[src/rtl/ffv_pkg.sv]
// Shared types, constants and character-class functions of the field format validator.
package ffv_pkg;

    localparam int NumTmpl    = 11;
    localparam int TmplMaxLen = 19;
    localparam int PosW       = 5;
    localparam logic [PosW-1:0] PosMax = 5'd31;
    localparam int QueueDepth = 4;

    typedef enum logic [2:0] {
        DT_DATETIME = 3'd0,
        DT_DATE     = 3'd1,
        DT_TIME     = 3'd2,
        DT_INTEGER  = 3'd3,
        DT_DECIMAL  = 3'd4,
        DT_STRING   = 3'd5,
        DT_EMPTY    = 3'd6
    } data_type_t;

    localparam data_type_t DataTypeReset = DT_STRING;

    typedef enum logic [2:0] {
        IN_START,
        IN_NEG,
        IN_DIG,
        IN_ZERO,
        IN_DEAD
    } int_st_t;

    typedef enum logic [3:0] {
        DC_START,
        DC_NEG,
        DC_P1,
        DC_N1,
        DC_AD,
        DC_AP,
        DC_AF,
        DC_Z,
        DC_DEAD
    } dec_st_t;

    typedef struct packed {
        logic value_ok;
        logic column_end;
    } ffv_rec_t;

    // Character classes used inside the positional templates.
    localparam logic [7:0] ClsDigit     = "d";
    localparam logic [7:0] ClsMonTens   = "M";
    localparam logic [7:0] ClsMonUnits  = "m";
    localparam logic [7:0] ClsDayTens   = "D";
    localparam logic [7:0] ClsDayUnits  = "e";
    localparam logic [7:0] ClsHourTens  = "H";
    localparam logic [7:0] ClsHourUnits = "h";
    localparam logic [7:0] ClsSixty     = "S";

    localparam logic [7:0] ChZero  = "0";
    localparam logic [7:0] ChOne   = "1";
    localparam logic [7:0] ChTwo   = "2";
    localparam logic [7:0] ChThree = "3";
    localparam logic [7:0] ChFive  = "5";
    localparam logic [7:0] ChNine  = "9";
    localparam logic [7:0] ChMinus = "-";
    localparam logic [7:0] ChDot   = ".";

    // Templates are right-aligned in the vector; the last character sits in the low byte.
    localparam logic [TmplMaxLen*8-1:0] TmplText [NumTmpl] = '{
        "dddd", "dddd-Mm", "ddddMmDe", "dddd-Mm-De",
        "HhSd", "Hh:Sd", "HhSdSd", "Hh:Sd:Sd",
        "ddddMmDeTHhSdSd", "dddd-Mm-DeTHh:Sd", "dddd-Mm-DeTHh:Sd:Sd"
    };

    localparam logic [PosW-1:0] TmplLen [NumTmpl] = '{
        5'd4, 5'd7, 5'd8, 5'd10, 5'd4, 5'd5, 5'd6, 5'd8, 5'd15, 5'd16, 5'd19
    };

    localparam logic [NumTmpl-1:0] GroupDatetime = 11'h700;
    localparam logic [NumTmpl-1:0] GroupDate     = 11'h00F;
    localparam logic [NumTmpl-1:0] GroupTime     = 11'h0F0;

    function automatic logic in_rng(logic [7:0] c, logic [7:0] lo, logic [7:0] hi);
        return (c >= lo) && (c <= hi);
    endfunction

    function automatic logic class_ok(logic [7:0] code, logic [7:0] c, logic [7:0] prev);
        logic ok;
        unique case (code)
            ClsDigit:     ok = in_rng(c, ChZero, ChNine);
            ClsMonTens:   ok = in_rng(c, ChZero, ChOne);
            ClsMonUnits:  ok = (prev == ChZero) ? in_rng(c, ChOne, ChNine)
                                                : in_rng(c, ChZero, ChTwo);
            ClsDayTens:   ok = in_rng(c, ChZero, ChThree);
            ClsDayUnits:
            begin
                if (prev == ChZero)
                begin
                    ok = in_rng(c, ChOne, ChNine);
                end
                else if (prev == ChThree)
                begin
                    ok = in_rng(c, ChZero, ChOne);
                end
                else
                begin
                    ok = in_rng(c, ChZero, ChNine);
                end
            end
            ClsHourTens:  ok = in_rng(c, ChZero, ChTwo);
            ClsHourUnits: ok = (prev == ChTwo) ? in_rng(c, ChZero, ChThree)
                                               : in_rng(c, ChZero, ChNine);
            ClsSixty:     ok = in_rng(c, ChZero, ChFive);
            default:      ok = (c == code);
        endcase
        return ok;
    endfunction

    function automatic int_st_t int_next(int_st_t s, logic [7:0] c);
        int_st_t n;
        unique case (s)
            IN_START:
            begin
                if (c == ChMinus)
                begin
                    n = IN_NEG;
                end
                else if (c == ChZero)
                begin
                    n = IN_ZERO;
                end
                else
                begin
                    n = in_rng(c, ChOne, ChNine) ? IN_DIG : IN_DEAD;
                end
            end
            IN_NEG:  n = in_rng(c, ChOne, ChNine) ? IN_DIG : IN_DEAD;
            IN_DIG:  n = in_rng(c, ChZero, ChNine) ? IN_DIG : IN_DEAD;
            default: n = IN_DEAD;
        endcase
        return n;
    endfunction

    function automatic dec_st_t dec_next(dec_st_t s, logic [7:0] c);
        dec_st_t n;
        unique case (s)
            DC_START:
            begin
                if (c == ChMinus)
                begin
                    n = DC_NEG;
                end
                else if (c == ChZero)
                begin
                    n = DC_Z;
                end
                else
                begin
                    n = in_rng(c, ChOne, ChNine) ? DC_P1 : DC_DEAD;
                end
            end
            DC_NEG: n = in_rng(c, ChOne, ChNine) ? DC_N1 : DC_DEAD;
            DC_P1, DC_N1, DC_AD:
            begin
                if (in_rng(c, ChZero, ChNine))
                begin
                    n = DC_AD;
                end
                else
                begin
                    n = (c == ChDot) ? DC_AP : DC_DEAD;
                end
            end
            DC_AP, DC_AF: n = in_rng(c, ChZero, ChNine) ? DC_AF : DC_DEAD;
            DC_Z:         n = (c == ChDot) ? DC_AP : DC_DEAD;
            default:      n = DC_DEAD;
        endcase
        return n;
    endfunction

endpackage

[src/rtl/ffv_if.sv]
// Valid/ready channel interfaces for the input bytes and the per-value results.
interface ffv_in_if;
    logic       valid;
    logic       ready;
    logic [7:0] ch;
    logic       has_char;
    logic       value_end;
    logic       column_end;

    modport source (output valid, output ch, output has_char, output value_end,
                    output column_end, input ready);
    modport sink (input valid, input ch, input has_char, input value_end,
                  input column_end, output ready);
endinterface

interface ffv_out_if;
    logic valid;
    logic ready;
    logic value_ok;
    logic column_ok;
    logic column_done;

    modport source (output valid, output value_ok, output column_ok, output column_done,
                    input ready);
    modport sink (input valid, input value_ok, input column_ok, input column_done,
                  output ready);
endinterface

[src/rtl/ffv_front.sv]
// Front end: takes byte beats, runs the template and number recognizers, classifies each value.
module ffv_front (
    input  logic              clk,
    input  logic              rst_n,
    input  logic              cfg_we,
    input  logic [2:0]        cfg_wdata,
    ffv_in_if.sink            req,
    input  logic              q_full,
    output logic              q_push,
    output ffv_pkg::ffv_rec_t q_data
);

    ffv_pkg::data_type_t                   data_type_reg;
    logic [ffv_pkg::PosW-1:0]              pos_reg, pos_next;
    logic [ffv_pkg::NumTmpl-1:0]           alive_reg, alive_next;
    ffv_pkg::int_st_t                      int_reg, int_next;
    ffv_pkg::dec_st_t                      dec_reg, dec_next;
    logic [7:0]                            prev_reg, prev_next;
    logic                                  accept;
    logic                                  match;
    logic [ffv_pkg::NumTmpl-1:0]           len_hit;
    logic [ffv_pkg::NumTmpl-1:0]           step_ok;
    logic [ffv_pkg::PosW-1:0]              byte_idx [ffv_pkg::NumTmpl];

    assign req.ready = !q_full;
    assign accept    = req.valid && req.ready;

    always_comb
    begin
        for (int i = 0; i < ffv_pkg::NumTmpl; i++)
        begin
            byte_idx[i] = ffv_pkg::TmplLen[i] - pos_reg - 5'd1;
            step_ok[i]  = (pos_reg < ffv_pkg::TmplLen[i]) &&
                          ffv_pkg::class_ok(ffv_pkg::TmplText[i][{byte_idx[i], 3'b000} +: 8],
                                            req.ch, prev_reg);
        end
        if (req.has_char)
        begin
            alive_next = alive_reg & step_ok;
            int_next   = ffv_pkg::int_next(int_reg, req.ch);
            dec_next   = ffv_pkg::dec_next(dec_reg, req.ch);
            pos_next   = (pos_reg == ffv_pkg::PosMax) ? pos_reg : pos_reg + 5'd1;
            prev_next  = req.ch;
        end
        else
        begin
            alive_next = alive_reg;
            int_next   = int_reg;
            dec_next   = dec_reg;
            pos_next   = pos_reg;
            prev_next  = prev_reg;
        end
        for (int i = 0; i < ffv_pkg::NumTmpl; i++)
        begin
            len_hit[i] = (pos_next == ffv_pkg::TmplLen[i]);
        end
        unique case (data_type_reg)
            ffv_pkg::DT_DATETIME: match = |(alive_next & len_hit & ffv_pkg::GroupDatetime);
            ffv_pkg::DT_DATE:     match = |(alive_next & len_hit & ffv_pkg::GroupDate);
            ffv_pkg::DT_TIME:     match = |(alive_next & len_hit & ffv_pkg::GroupTime);
            ffv_pkg::DT_INTEGER:  match = (int_next == ffv_pkg::IN_DIG) ||
                                          (int_next == ffv_pkg::IN_ZERO);
            ffv_pkg::DT_DECIMAL:  match = (dec_next == ffv_pkg::DC_P1) ||
                                          (dec_next == ffv_pkg::DC_AD) ||
                                          (dec_next == ffv_pkg::DC_AF) ||
                                          (dec_next == ffv_pkg::DC_Z);
            ffv_pkg::DT_STRING:   match = 1'b1;
            ffv_pkg::DT_EMPTY:    match = (pos_next == '0);
            default:              match = 1'b0;
        endcase
    end

    assign q_push            = accept && req.value_end;
    assign q_data.value_ok   = match;
    assign q_data.column_end = req.column_end;

    always_ff @(posedge clk or negedge rst_n)
    begin
        if (!rst_n)
        begin
            data_type_reg <= ffv_pkg::DataTypeReset;
        end
        else if (cfg_we)
        begin
            data_type_reg <= ffv_pkg::data_type_t'(cfg_wdata);
        end
    end

    always_ff @(posedge clk or negedge rst_n)
    begin
        if (!rst_n)
        begin
            pos_reg   <= '0;
            alive_reg <= '1;
            int_reg   <= ffv_pkg::IN_START;
            dec_reg   <= ffv_pkg::DC_START;
            prev_reg  <= '0;
        end
        else if (accept)
        begin
            if (req.value_end)
            begin
                pos_reg   <= '0;
                alive_reg <= '1;
                int_reg   <= ffv_pkg::IN_START;
                dec_reg   <= ffv_pkg::DC_START;
                prev_reg  <= '0;
            end
            else
            begin
                pos_reg   <= pos_next;
                alive_reg <= alive_next;
                int_reg   <= int_next;
                dec_reg   <= dec_next;
                prev_reg  <= prev_next;
            end
        end
    end

endmodule

[src/rtl/ffv_fifo.sv]
// Short queue of classified values between the front and the back end.
module ffv_fifo #(
    parameter int Depth = ffv_pkg::QueueDepth
) (
    input  logic              clk,
    input  logic              rst_n,
    input  logic              push,
    input  ffv_pkg::ffv_rec_t push_data,
    output logic              full,
    input  logic              pop,
    output ffv_pkg::ffv_rec_t pop_data,
    output logic              empty
);

    localparam int AddrW = $clog2(Depth);
    localparam int CntW  = $clog2(Depth + 1);
    localparam logic [AddrW-1:0] LastAddr = AddrW'(Depth - 1);

    ffv_pkg::ffv_rec_t mem [Depth];
    logic [AddrW-1:0]  wr_ptr_reg, rd_ptr_reg;
    logic [CntW-1:0]   count_reg;

    assign full     = (count_reg == CntW'(Depth));
    assign empty    = (count_reg == '0);
    assign pop_data = mem[rd_ptr_reg];

    always_ff @(posedge clk)
    begin
        if (push)
        begin
            mem[wr_ptr_reg] <= push_data;
        end
    end

    always_ff @(posedge clk or negedge rst_n)
    begin
        if (!rst_n)
        begin
            wr_ptr_reg <= '0;
            rd_ptr_reg <= '0;
            count_reg  <= '0;
        end
        else
        begin
            if (push)
            begin
                wr_ptr_reg <= (wr_ptr_reg == LastAddr) ? '0 : wr_ptr_reg + 1'b1;
            end
            if (pop)
            begin
                rd_ptr_reg <= (rd_ptr_reg == LastAddr) ? '0 : rd_ptr_reg + 1'b1;
            end
            if (push && !pop)
            begin
                count_reg <= count_reg + 1'b1;
            end
            else if (pop && !push)
            begin
                count_reg <= count_reg - 1'b1;
            end
        end
    end

endmodule

[src/rtl/ffv_back.sv]
// Back end: folds value flags into the column result and holds the output beat.
module ffv_back (
    input  logic              clk,
    input  logic              rst_n,
    input  logic              q_empty,
    input  ffv_pkg::ffv_rec_t q_data,
    output logic              q_pop,
    ffv_out_if.source         rsp
);

    logic all_ok_reg;
    logic valid_reg;
    logic value_ok_reg;
    logic column_ok_reg;
    logic column_done_reg;
    logic all_ok_now;

    assign q_pop      = !q_empty && (!valid_reg || rsp.ready);
    assign all_ok_now = all_ok_reg && q_data.value_ok;

    assign rsp.valid       = valid_reg;
    assign rsp.value_ok    = value_ok_reg;
    assign rsp.column_ok   = column_ok_reg;
    assign rsp.column_done = column_done_reg;

    always_ff @(posedge clk)
    begin
        if (q_pop)
        begin
            value_ok_reg    <= q_data.value_ok;
            column_ok_reg   <= q_data.column_end && all_ok_now;
            column_done_reg <= q_data.column_end;
        end
    end

    always_ff @(posedge clk or negedge rst_n)
    begin
        if (!rst_n)
        begin
            valid_reg  <= 1'b0;
            all_ok_reg <= 1'b1;
        end
        else
        begin
            if (q_pop)
            begin
                valid_reg  <= 1'b1;
                all_ok_reg <= q_data.column_end ? 1'b1 : all_ok_now;
            end
            else if (rsp.ready)
            begin
                valid_reg <= 1'b0;
            end
        end
    end

endmodule

[src/rtl/field_format_validator_unit.sv]
// Top level of the field format validator: front end, value queue and back end.
// The block takes one byte beat per cycle and never stalls the input while the queue has room;
// the result for a value passes through the queue and then the back end's output register, and the
// queue of QueueDepth classified values absorbs that many results while the output is stalled.
module field_format_validator_unit #(
    parameter int QueueDepth = ffv_pkg::QueueDepth
) (
    input  logic       clk,
    input  logic       rst_n,
    input  logic       cfg_we,
    input  logic [2:0] cfg_wdata,
    ffv_in_if.sink     req,
    ffv_out_if.source  rsp
);

    ffv_pkg::ffv_rec_t push_data;
    ffv_pkg::ffv_rec_t pop_data;
    logic              push;
    logic              pop;
    logic              full;
    logic              empty;

    ffv_front u_front (
        .clk       (clk),
        .rst_n     (rst_n),
        .cfg_we    (cfg_we),
        .cfg_wdata (cfg_wdata),
        .req       (req),
        .q_full    (full),
        .q_push    (push),
        .q_data    (push_data)
    );

    ffv_fifo #(
        .Depth (QueueDepth)
    ) u_fifo (
        .clk       (clk),
        .rst_n     (rst_n),
        .push      (push),
        .push_data (push_data),
        .full      (full),
        .pop       (pop),
        .pop_data  (pop_data),
        .empty     (empty)
    );

    ffv_back u_back (
        .clk     (clk),
        .rst_n   (rst_n),
        .q_empty (empty),
        .q_data  (pop_data),
        .q_pop   (pop),
        .rsp     (rsp)
    );

endmodule

[src/flat_wrapper.sv]
// flat-port wrapper written by rule: the top's interface ports become plain ports
module field_format_validator_unit_flat 
#(
    parameter int QueueDepth = ffv_pkg::QueueDepth
)
  (clk, rst_n, cfg_we, cfg_wdata, req_valid, req_ch, req_has_char, req_value_end, req_column_end, req_ready, rsp_valid, rsp_value_ok, rsp_column_ok, rsp_column_done, rsp_ready);
  ffv_in_if req_i ();
  ffv_out_if rsp_i ();
  input  logic clk;
  input  logic rst_n;
  input  logic cfg_we;
  input  logic [2:0] cfg_wdata;
  input wire logic [$bits(req_i.valid)-1:0] req_valid;
  input wire logic [$bits(req_i.ch)-1:0] req_ch;
  input wire logic [$bits(req_i.has_char)-1:0] req_has_char;
  input wire logic [$bits(req_i.value_end)-1:0] req_value_end;
  input wire logic [$bits(req_i.column_end)-1:0] req_column_end;
  output wire logic [$bits(req_i.ready)-1:0] req_ready;
  output wire logic [$bits(rsp_i.valid)-1:0] rsp_valid;
  output wire logic [$bits(rsp_i.value_ok)-1:0] rsp_value_ok;
  output wire logic [$bits(rsp_i.column_ok)-1:0] rsp_column_ok;
  output wire logic [$bits(rsp_i.column_done)-1:0] rsp_column_done;
  input wire logic [$bits(rsp_i.ready)-1:0] rsp_ready;
  assign req_i.valid = req_valid;
  assign req_i.ch = req_ch;
  assign req_i.has_char = req_has_char;
  assign req_i.value_end = req_value_end;
  assign req_i.column_end = req_column_end;
  assign req_ready = req_i.ready;
  assign rsp_valid = rsp_i.valid;
  assign rsp_value_ok = rsp_i.value_ok;
  assign rsp_column_ok = rsp_i.column_ok;
  assign rsp_column_done = rsp_i.column_done;
  assign rsp_i.ready = rsp_ready;
  field_format_validator_unit #(.QueueDepth(QueueDepth)) u_core (.clk(clk), .rst_n(rst_n), .cfg_we(cfg_we), .cfg_wdata(cfg_wdata), .req(req_i), .rsp(rsp_i));
endmodule
[config.mk]
export PLATFORM = sky130hd
export DESIGN_NAME = field_format_validator_unit_flat
export DESIGN_NICKNAME = d
export VERILOG_FILES = /design/src/rtl/ffv_pkg.sv /design/src/rtl/ffv_if.sv /design/src/rtl/ffv_front.sv /design/src/rtl/ffv_fifo.sv /design/src/rtl/ffv_back.sv /design/src/rtl/field_format_validator_unit.sv /design/src/flat_wrapper.sv
export SDC_FILE = /design/constraint.sdc
export NUM_CORES = 1
export LEC_CHECK = 0
export BUFFER_PORTS_ARGS = -buffer_cell sky130_fd_sc_hd__buf_4
export CORE_ASPECT_RATIO = 1.1
export CORE_MARGIN = 2
export CORE_UTILIZATION = 45
export CTS_CLUSTER_DIAMETER = 40
export DETAILED_ROUTE_END_ITERATION = 8
export HOLD_SLACK_MARGIN = 0.1
export PLACE_DENSITY_LB_ADDON = 0.08
export REMOVE_ABC_BUFFERS = 1
export SYNTH_ARGS = -nofsm -noshare
export SYNTH_HDL_FRONTEND = slang
export SYNTH_SLANG_ARGS = --single-unit
[constraint.sdc]
create_clock -name clk -period 4.3 [get_ports clk]
set_clock_uncertainty 0.15 [all_clocks]
set_input_delay 0.86 -clock clk [delete_from_list [all_inputs] [get_ports clk]]
set_output_delay 0.86 -clock clk [all_outputs]
set_load 0.01 [all_outputs]
==> flow_summary_export.csv, run 1 <==
group,metric,value,unit
synth,yosysUniqueCellTypes,97,
detailed_routing,finalWirelength,28100,um
flow_run,drv_cap,0,
grt,grt_pass1_wl,43700,um
placed_design,gp_congestion,0.953,
min_path,hold_class,"reg -> reg",
timing,max_freq,0.243,GHz
placed_design,io_buffers,23,
timing,whs,0.313,ns
synth,ys_ff_latch,54,
final_layout,diodes,0,
timing,rsz0062_at_grt,"false",
synth,ys_async_sr_fraction,0.796,
floorplan,rows,49,
clock_tree,cts_tree,"done",
synth,yosys.area_share.xor_xnor,0.0605,
synth,synth_compound_gate_area_share,0.269,
timing,hold_viol_final,0,
clock_tree,cts.clk_slew.worst_paths,0.09,ns
setup_path,crit_buf_inv,1,
detailed_routing,ant_nets,0,
synth,yosys.area_share.adder,0.0638,
floorplan,die_w,126,um
detailed_routing,viasPerCell,6.62,
clock_tree,cts_setup_buffers,0,
grt,grt_overflow,0,
setup_path,start_kind,"register",
clock_tree,clock_latency,0.31,ns
clock_tree,cts_buffer_depth,2,
detailed_routing,dr.pass1.iters,6,
timing,setup_viol,0,
setup_path,crit_chain,"buf_4 -> ha_1 -> nand2b_1 -> a21oi_2 -> nor2_1 -> or4_1 -> mux2_2 -> o22a_1 -> nor4b_1 -> o21ai_1 -> o211ai_1",
floorplan,ios,24,
placed_design,dpl_cell_area,7940,um^2
synth,synth_top_family_by_area,"simple AND/OR/NAND/NOR gates",
synth,netlist.area_leader.share,0.0983,
setup_path,crit_type,"reg -> reg",
clock_tree,post_cts_resized,0,
power,p_per_area,502,nW/um^2
synth,muxShareOfSynthArea,0.0465,
clock_tree,postCtsHoldBufs,0,
final_layout,fin_cells,1213,
timing,tns,0,ns
detailed_routing,drc,0,
power,ir_drop,0.000572,V
timing,min_period,4.12,ns
synth,synth_area_leader_cell,"dfrtp_1",
final_layout,layout-drive-gt1-share,0.145,
synth,ys_seq_area_frac,0.193,
setup_path,worst-path-max-fanout,41,
clock_tree,cts.sinks,54,
timing,maxSlewHeadroom,0.491,
final_layout,nFillCells,1658,
detailed_routing,drt_iter0_markers,877,
synth,yosys.area_share.simple,0.309,
detailed_routing,route.vias.total,8025,
final_layout,final_cell_area,8120,um^2
synth,synthCells,991,
floorplan,dieArea,17400,um^2
setup_path,crit_slowest_cell,"or4_1",
synth,synth_area_leaders,"dfrtp_1 9.8%, ha_1 6.1%, nand2_1 5.2%",
floorplan,die_h,138,um
grt,grt_pass1_vias,7424,
setup_path,crit_family,"simple AND/OR/NAND/NOR gates",
power,p_leak,0.00307,uW
final_layout,layout.nets,1064,
setup_path,slowest_delay,0.58,ns
detailed_routing,wl_per_cell,23.2,um
placed_design,place_hpwl,21000,um
synth,syn_area,7380,um^2
timing,period_share,0.958,
clock_tree,numCtsBuffers,5,
floorplan,start_util,0.456,
synth,ys.flop_type,"dfrtp_1",
grt,antenna_found_initial,0,
synth,synth_edf_count,11,
clock_tree,htreeDepth,2,
timing,worst_slew_pin_slew,0.760,ns
setup_path,cp.required,4.22,ns
clock_tree,root_buffer,"clkbuf_16",
final_layout,area_growth,10.0,%
final_layout,largest_reg_flops,11,
grt,grt_usage,0.314,
status,status,"finished, final reports clean",
synth,yosysWarnings,0,
power,power,4080,uW
grt,grt_max_degree,44,
setup_path,end_kind,"register",
setup_path,cp_data_arrival_time,4.04,ns
placed_design,dpl.cell_count,1205,
synth,syn_avg_cell_area,7.45,um^2
floorplan,core_area,16200,um^2
timing,final-max-slew-violation-count,0,
[path summary, 6_finish.rpt]
| kind | start | to | slack [ns] | cells past startpoint |
|---|---|---|---|---|
| max in group asynchronous | rst_n | u_core.u_fifo.rd_ptr_reg[0] | 3.17 | 1 |
| min reg2reg | u_core.u_front.alive_reg[6] | u_core.u_front.alive_reg[6] | 0.31 | 2 |
| max reg2reg | u_core.u_front.pos_reg[2] | u_core.u_fifo.mem[1][1] | 0.18 | 11 |
| min in group asynchronous | rst_n | u_core.u_front.pos_reg[2] | 0.42 | 1 |
| max | u_core.u_front.pos_reg[2] | u_core.u_fifo.mem[1][1] | 0.18 | 11 |
| min | u_core.u_front.alive_reg[6] | u_core.u_front.alive_reg[6] | 0.31 | 2 |
[cell usage in the layout, fill, tap and decap left out, types with 35 or more instances in the layout]
cell type and count:
a21oi_1 57, buf_4 83, ha_1 36, nand2_1 103
nand3_1 38, nor2_1 73, nor3_1 39, o21ai_0 48
xnor2_1 35
[tightest hold or removal path, stage by stage, from the launching register on]
cell     delay, ns
dfstp_2       0.37
nand2_1       0.05
nand2_1       0.04
[power by group]
part,internal (uW),switching [uW]
clock,219,210
sequential,709,125
combinational,1050,1770
total,1980,2100
[layer usage]
metal,share of wire,global-route usage,up-vias
li1,-,-,3746
met1,0.43,0.437,3816
met2,0.46,0.501,390
met3,0.074,0.0248,73
met4,0.042,0.135,0
met5,0,0,-
[layout make-up]
type	instances	area, um^2	share of cell area
multi-input cells	834	5550	0.684
flip-flops and latches	54	1420	0.175
repair buffers	83	623	0.0768
well taps	204	255	0.0314
clock buffers	5	125	0.0154
inverters	30	113	0.0139
clock inverters	3	23.8	0.00293
[synthesized netlist by cell type, drive strengths merged (16+ instances only)]
cell	count
mux2i	17
buf	31
nand3	38
nor3	40
o21ai	56
xor2	16
a21oi	58
nand2b	29
nand2	103
clkbuf	42
nor2b	23
xnor2	35
dfrtp	29
ha	36
nor2	74
nand4	18
inv	29
a31oi	23
[stage by stage]
stage / setup slack (ns) / util
floorplan: -0.264 / -
global placement: 0.143 / 0.491
detailed placement: 0.128 / 0.491
CTS: 0.189 / 0.500
global route: 0.0177 / 0.502
finish: 0.182 / 0.502
[logic make-up (layout without fill, tap and decap cells)]
family | after synthesis | after routing
buffers and inverters | 103 | 121
AOI/OAI and AO/OA | 286 | 286
adders and majority gates | 37 | 37
xor gates and xnor gates | 51 | 51
muxes | 29 | 29
DFF | 54 | 54
and+or+nand+nor | 431 | 431
No activity file was read; power rests on OpenSTA's default activity.
==> inputs of run 2 (changes only) <==
- CORE_UTILIZATION: 45 -> 59
==> run 2 against run 1 <==
Final cell count fell by 5.4%. Final area fell by 1.8%. Global-route usage rose by 9.1 points. Die area fell by 23%. Hold slack improved by 0.0040 ns. Sequential share of layout area rose by 0.32 points. Non-clock buffer count fell by 15. Power rose by 0.38%. Worst setup slack got worse by 0.024 ns. Maximum frequency fell by 0.57%. Clock-buffer cell count did not move. Via count rose by 6.2%. Critical endpoint is now u_core.u_fifo.mem[0][1].
==> flow_summary_export.csv, run 2 (same netlist as run 1, synthesis figures left out) <==
group,metric,value,unit
setup_path,rr_endpoint,"u_core.u_fifo.mem[0][1]",
setup_path,ff2ff_path_depth,12,
grt,grt_pass1_vias,7912,
detailed_routing,dr.pass1.iters,8,
timing,setup_viol,0,
setup_path,cp.required,4.15,ns
flow_run,drv_cap,0,
floorplan,die_w,111,um
clock_tree,cts_setup_buffers,0,
clock_tree,cts.clk_slew.worst_paths,0.08,ns
min_path,whs_endpoint,"u_core.u_front.alive_reg[6]",
setup_path,cp_data_arrival_time,3.99,ns
floorplan,ios,24,
power,p_per_area,514,nW/um^2
floorplan,start_util,0.608,
floorplan,core_area,12100,um^2
detailed_routing,drt_iter0_markers,1265,
detailed_routing,wl_per_cell,24.5,um
clock_tree,cts.sinks,54,
grt,grt_overflow,0,
timing,max_freq,0.241,GHz
setup_path,crit_chain,"buf_4 -> inv_1 -> ha_1 -> nor2b_1 -> nor2_1 -> a41oi_1 -> o32ai_1 -> nand4_1 -> and3_1 -> nor3_1 -> o311ai_1 -> o211ai_1",
placed_design,dpl.cell_count,1140,
final_layout,final_common_cell,"nand2_1",
power,ir_drop,0.000408,V
timing,period_share,0.963,
detailed_routing,drc,0,
final_layout,layout-drive-gt1-share,0.135,
clock_tree,clock_latency,0.31,ns
detailed_routing,finalWirelength,28100,um
timing,maxSlewHeadroom,0.109,
floorplan,die_h,121,um
final_layout,layout.nets,1049,
final_layout,diodes,0,
placed_design,io_buffers,23,
grt,grt_usage,0.405,
final_layout,area_growth,8.00,%
detailed_routing,ant_nets,0,
timing,worst_slew_pin_slew,1.32,ns
placed_design,gp_congestion,1.12,
clock_tree,root_buffer,"clkbuf_16",
setup_path,worst-path-max-fanout,14,
status,status,"finished, final reports clean",
final_layout,final_cell_area,7970,um^2
setup_path,ff2ff_setup_slack,0.16,ns
min_path,hold_class,"reg -> reg",
setup_path,crit_slowest_cell,"ha_1",
clock_tree,cts_buffer_depth,2,
setup_path,r2r-start,"u_core.u_front.pos_reg[0]",
final_layout,layout_common_cells,"103 x nand2_1, 72 x nor2_1, 68 x buf_4, 57 x a21oi_1, 47 x o21ai_0",
grt,grt_max_degree,44,
min_path,hold_depth,2,
min_path,hold_start,"u_core.u_front.alive_reg[6]",
timing,min_period,4.14,ns
setup_path,end_kind,"register",
setup_path,crit_type,"reg -> reg",
floorplan,rows,42,
setup_path,slowest_delay,0.59,ns
final_layout,postLayoutCoreUtil,0.657,
grt,grt_pass1_wl,43100,um
timing,final-max-slew-violation-count,0,
timing,whs,0.317,ns
setup_path,crit_buf_inv,2,
clock_tree,htreeDepth,2,
clock_tree,numCtsBuffers,5,
final_layout,fin_cells,1148,
final_layout,largest_reg_flops,11,
timing,rsz0062_at_grt,"false",
setup_path,crit_family,"simple AND/OR/NAND/NOR gates",
grt,antenna_found_initial,1,
clock_tree,cts_tree,"done",
power,power,4090,uW
floorplan,dieArea,13400,um^2
detailed_routing,viasPerCell,7.42,
placed_design,dpl_cell_area,7760,um^2
timing,hold_viol_final,0,
placed_design,place_hpwl,20100,um
setup_path,start_kind,"register",
power,p_leak,0.00302,uW
detailed_routing,route.vias.total,8521,
-- run 2: power breakdown --
part | total (uW) | internal, uW | leakage (uW) | switching [uW]
Sequential | 851 | 709 | 0.000625 | 142
Combinational | 2760 | 1030 | 0.00231 | 1730
Clock | 482 | 277 | 0.0000842 | 205
-- run 2: metrics by stage --
stage / worst slack, ns / TNS [ns]
after CTS: 0.202 / 0
final: 0.159 / 0
after floorplan: -0.264 / -1.06
after global routing: 0.0230 / 0
after detailed placement: 0.0798 / 0
after global placement: 0.148 / 0
-- run 2: timing repair --
item                       4_1_cts  5_1_grt
hold buffers                     0        0
setup endpoints to repair        0        4
resized for setup                0        8
-- run 2: cell type report --
| class | count | area [um^2] |
|---|---|---|
| Tap cell | 154 | 193 |
| Fill cell | 1044 | 4170 |
| Sequential cell | 54 | 1420 |
| Multi-Input combinational cell | 834 | 5560 |
| Clock inverter | 3 | 43.8 |
| Clock buffer | 5 | 125 |
| Timing Repair Buffer | 68 | 510 |
| Inverter | 30 | 113 |
-- run 2: worst max-delay path by stage --
stage / start / to / slack, ns / cells past startpoint
after floorplan: u_core.u_front.pos_reg[2] / u_core.u_fifo.mem[0][1] / -0.26 / 12
after global placement: req_ch[0] / u_core.u_fifo.mem[0][1] / 0.15 / 11
after detailed placement: req_ch[0] / u_core.u_fifo.mem[2][1] / 0.08 / 11
after CTS: u_core.u_front.pos_reg[1] / u_core.u_fifo.mem[0][1] / 0.20 / 15
after global routing: u_core.u_front.pos_reg[1] / u_core.u_fifo.mem[1][1] / 0.02 / 11
final: u_core.u_front.pos_reg[0] / u_core.u_fifo.mem[0][1] / 0.16 / 12
-- run 2: routing by layer --
metal | wire length [um] | track usage | up-vias
met3 | 3780 | 0.108 | 170
met5 | 13 | 0 | -
met4 | 1930 | 0.247 | 2
met1 | 10300 | 0.497 | 3955
li1 | - | - | 3706
met2 | 12100 | 0.637 | 688
-- run 2: tightest hold or removal path: stages, from the launching register on --
cell     delay, ns
dfstp_2       0.37
nand2_1       0.05
nand2_1       0.05
==> inputs of run 3 (changes only) <==
- CELL_PAD_IN_SITES_DETAIL_PLACEMENT: default -> 1
- CELL_PAD_IN_SITES_GLOBAL_PLACEMENT: default -> 1
- CORE_ASPECT_RATIO: 1.1 -> 1.75
- CORE_UTILIZATION: 59 -> 43
- TNS_END_PERCENT: default -> 30
==> run 3 against run 2 <==
Wire length is 20% higher. Final cell count is 8.4% higher. Clock power is 5.2% lower. Sequential share of layout area shrank 0.55 points. Maximum frequency is 3.2% higher. Power is 4.3% higher. Global-route usage down 2.9 points. Largest power group unchanged.
==> flow_summary_export.csv, run 3 (same netlist as run 1, synthesis figures left out) <==
group,metric,value,unit
final_layout,area_growth,11.4,%
clock_tree,cts_setup_buffers,0,
floorplan,die_h,177,um
detailed_routing,route.vias.total,8387,
setup_path,cp_data_arrival_time,3.89,ns
clock_tree,cts_buffer_depth,2,
placed_design,io_buffers,23,
setup_path,ff2ff_path_depth,11,
timing,final-max-slew-violation-count,0,
power,power,4270,uW
grt,grt_usage,0.376,
grt,antenna_found_initial,0,
floorplan,core_area,16900,um^2
detailed_routing,viasPerCell,6.74,
timing,setup_viol,0,
final_layout,nFillCells,2154,
min_path,hold_class,"reg -> reg",
clock_tree,cts_tree,"done",
setup_path,cp.required,4.18,ns
setup_path,crit_type,"reg -> reg",
final_layout,multi_input_area,5530,um^2
power,p_per_area,519,nW/um^2
timing,worst_slew_pin_slew,0.749,ns
final_layout,layout-drive-gt1-share,0.150,
floorplan,start_util,0.437,
clock_tree,cts.sinks,54,
detailed_routing,finalWirelength,33800,um
placed_design,place_hpwl,26200,um
clock_tree,numCtsBuffers,5,
final_layout,layout_common_cells,"103 x nand2_1, 90 x buf_4, 73 x nor2_1, 57 x a21oi_1, 48 x o21ai_0",
floorplan,ios,24,
final_layout,diodes,0,
detailed_routing,dr.pass1.iters,5,
timing,min_period,4.01,ns
timing,maxSlewHeadroom,0.499,
floorplan,rows,63,
setup_path,crit_slowest_cell,"xnor2_1",
final_layout,final_common_cell,"nand2_1",
detailed_routing,wl_per_cell,27.2,um
min_path,hold_depth,2,
final_layout,seq_area,1420,um^2
timing,max_freq,0.249,GHz
clock_tree,root_buffer,"clkbuf_16",
grt,grt_max_degree,44,
floorplan,dieArea,18300,um^2
setup_path,slowest_delay,0.51,ns
detailed_routing,ant_nets,0,
grt,grt_overflow,0,
placed_design,gp_congestion,1.11,
detailed_routing,drc,0,
clock_tree,clock_latency,0.33,ns
floorplan,die_w,103,um
setup_path,end_kind,"register",
power,p_leak,0.00313,uW
power,ir_drop,0.000387,V
timing,hold_viol_final,0,
setup_path,worst-path-max-fanout,9,
flow_run,drv_cap,0,
timing,rsz0062_at_grt,"false",
grt,grt_pass1_vias,8754,
final_layout,layout.nets,1073,
timing,period_share,0.933,
final_layout,largest_reg_flops,11,
placed_design,dpl.cell_count,1237,
grt,grt_pass1_wl,51500,um
status,status,"finished, final reports clean",
setup_path,start_kind,"register",
clock_tree,cts.clk_slew.worst_paths,0.08,ns
final_layout,fin_cells,1245,
clock_tree,htreeDepth,2,
detailed_routing,drt_iter0_markers,571,
setup_path,crit_chain,"inv_2 -> ha_1 -> nand2b_1 -> xnor2_1 -> o21ai_0 -> nand3_1 -> o221ai_2 -> and4_4 -> a2111oi_2 -> o211a_1 -> o211ai_1",
==> run 3: cell count changes in the layout (fill, tap and decap cells not counted), moves of 2 or more <==
cell / change
buf_12: +2
buf_4: +22
ha_1: +2
ha_2: -2
==> run 3: timing repair <==
item | 4_1_cts | 5_1_grt
resized for setup | 0 | 1
hold buffers | 0 | 0
setup endpoints to repair | 0 | 4
==> run 3: worst paths after layout <==
| path | from | end | slack [ns] |
|---|---|---|---|
| worst max-delay path | u_core.u_front.pos_reg[3] | u_core.u_fifo.mem[3][1] | 0.29 |
| worst min-delay path | u_core.u_front.alive_reg[0] | u_core.u_front.alive_reg[0] | 0.33 |
| worst max register to register | u_core.u_front.pos_reg[3] | u_core.u_fifo.mem[3][1] | 0.29 |
| worst min register to register | u_core.u_front.alive_reg[0] | u_core.u_front.alive_reg[0] | 0.33 |
| max in group asynchronous | rst_n | u_core.u_fifo.rd_ptr_reg[1] | 3.16 |
| min in group asynchronous | rst_n | u_core.u_front.prev_reg[7] | 0.41 |
==> run 3: worst max-delay path: cells and delay by family (launching register included) <==
kind	cells	cell delay [ns]
flip-flops	1	0.44
adder cells (fa/ha/maj)	1	0.46
AO/OA/AOI/OAI	5	1.28
buffers and inverters	1	0.25
AND/OR/NAND/NOR	3	0.62
XOR/XNOR	1	0.51
==> run 3: power by group <==
group	switching (uW)	total, uW	internal, uW	leakage [uW]
Clock	232	457	225	0.0000763
Combinational	1870	2960	1090	0.00243
Sequential	144	853	709	0.000625
Total	2240	4270	2030	0.00313
==> run 3: through the flow <==
| step | setup TNS (ns) | cell area [um^2] | hold slack (ns) | util | setup WS (ns) |
|---|---|---|---|---|---|
| 2_1_floorplan | -1.06 | 7060 | 0.289 | - | -0.264 |
| 3_3_place_gp | 0 | 8060 | 0.302 | 0.478 | 0.218 |
| 5_1_grt | 0 | 8220 | 0.349 | 0.487 | 0.00850 |
| 3_5_place_dp | 0 | 8060 | 0.305 | 0.478 | 0.100 |
| 4_1_cts | 0 | 8220 | 0.331 | 0.487 | 0.323 |
| 6_report | 0 | 8220 | 0.331 | 0.487 | 0.287 |
==> run 3: area by class of cell <==
type,instances,area share
multi-input cells,834,0.673
flip-flops and latches,54,0.173
repair buffers,92,0.0870
well taps,227,0.0345
clock buffers,5,0.0152
inverters,30,0.0137
clock inverters,3,0.00350
==> run 3: metal layers <==
layer  part of all wire  GRT usage  vias to the layer above
met2               0.49      0.642                      314
li1                   -          -                     3745
met4              0.090      0.291                        0
met5                  0          0                        -
met3              0.045     0.0386                      139
met1               0.37      0.415                     4189
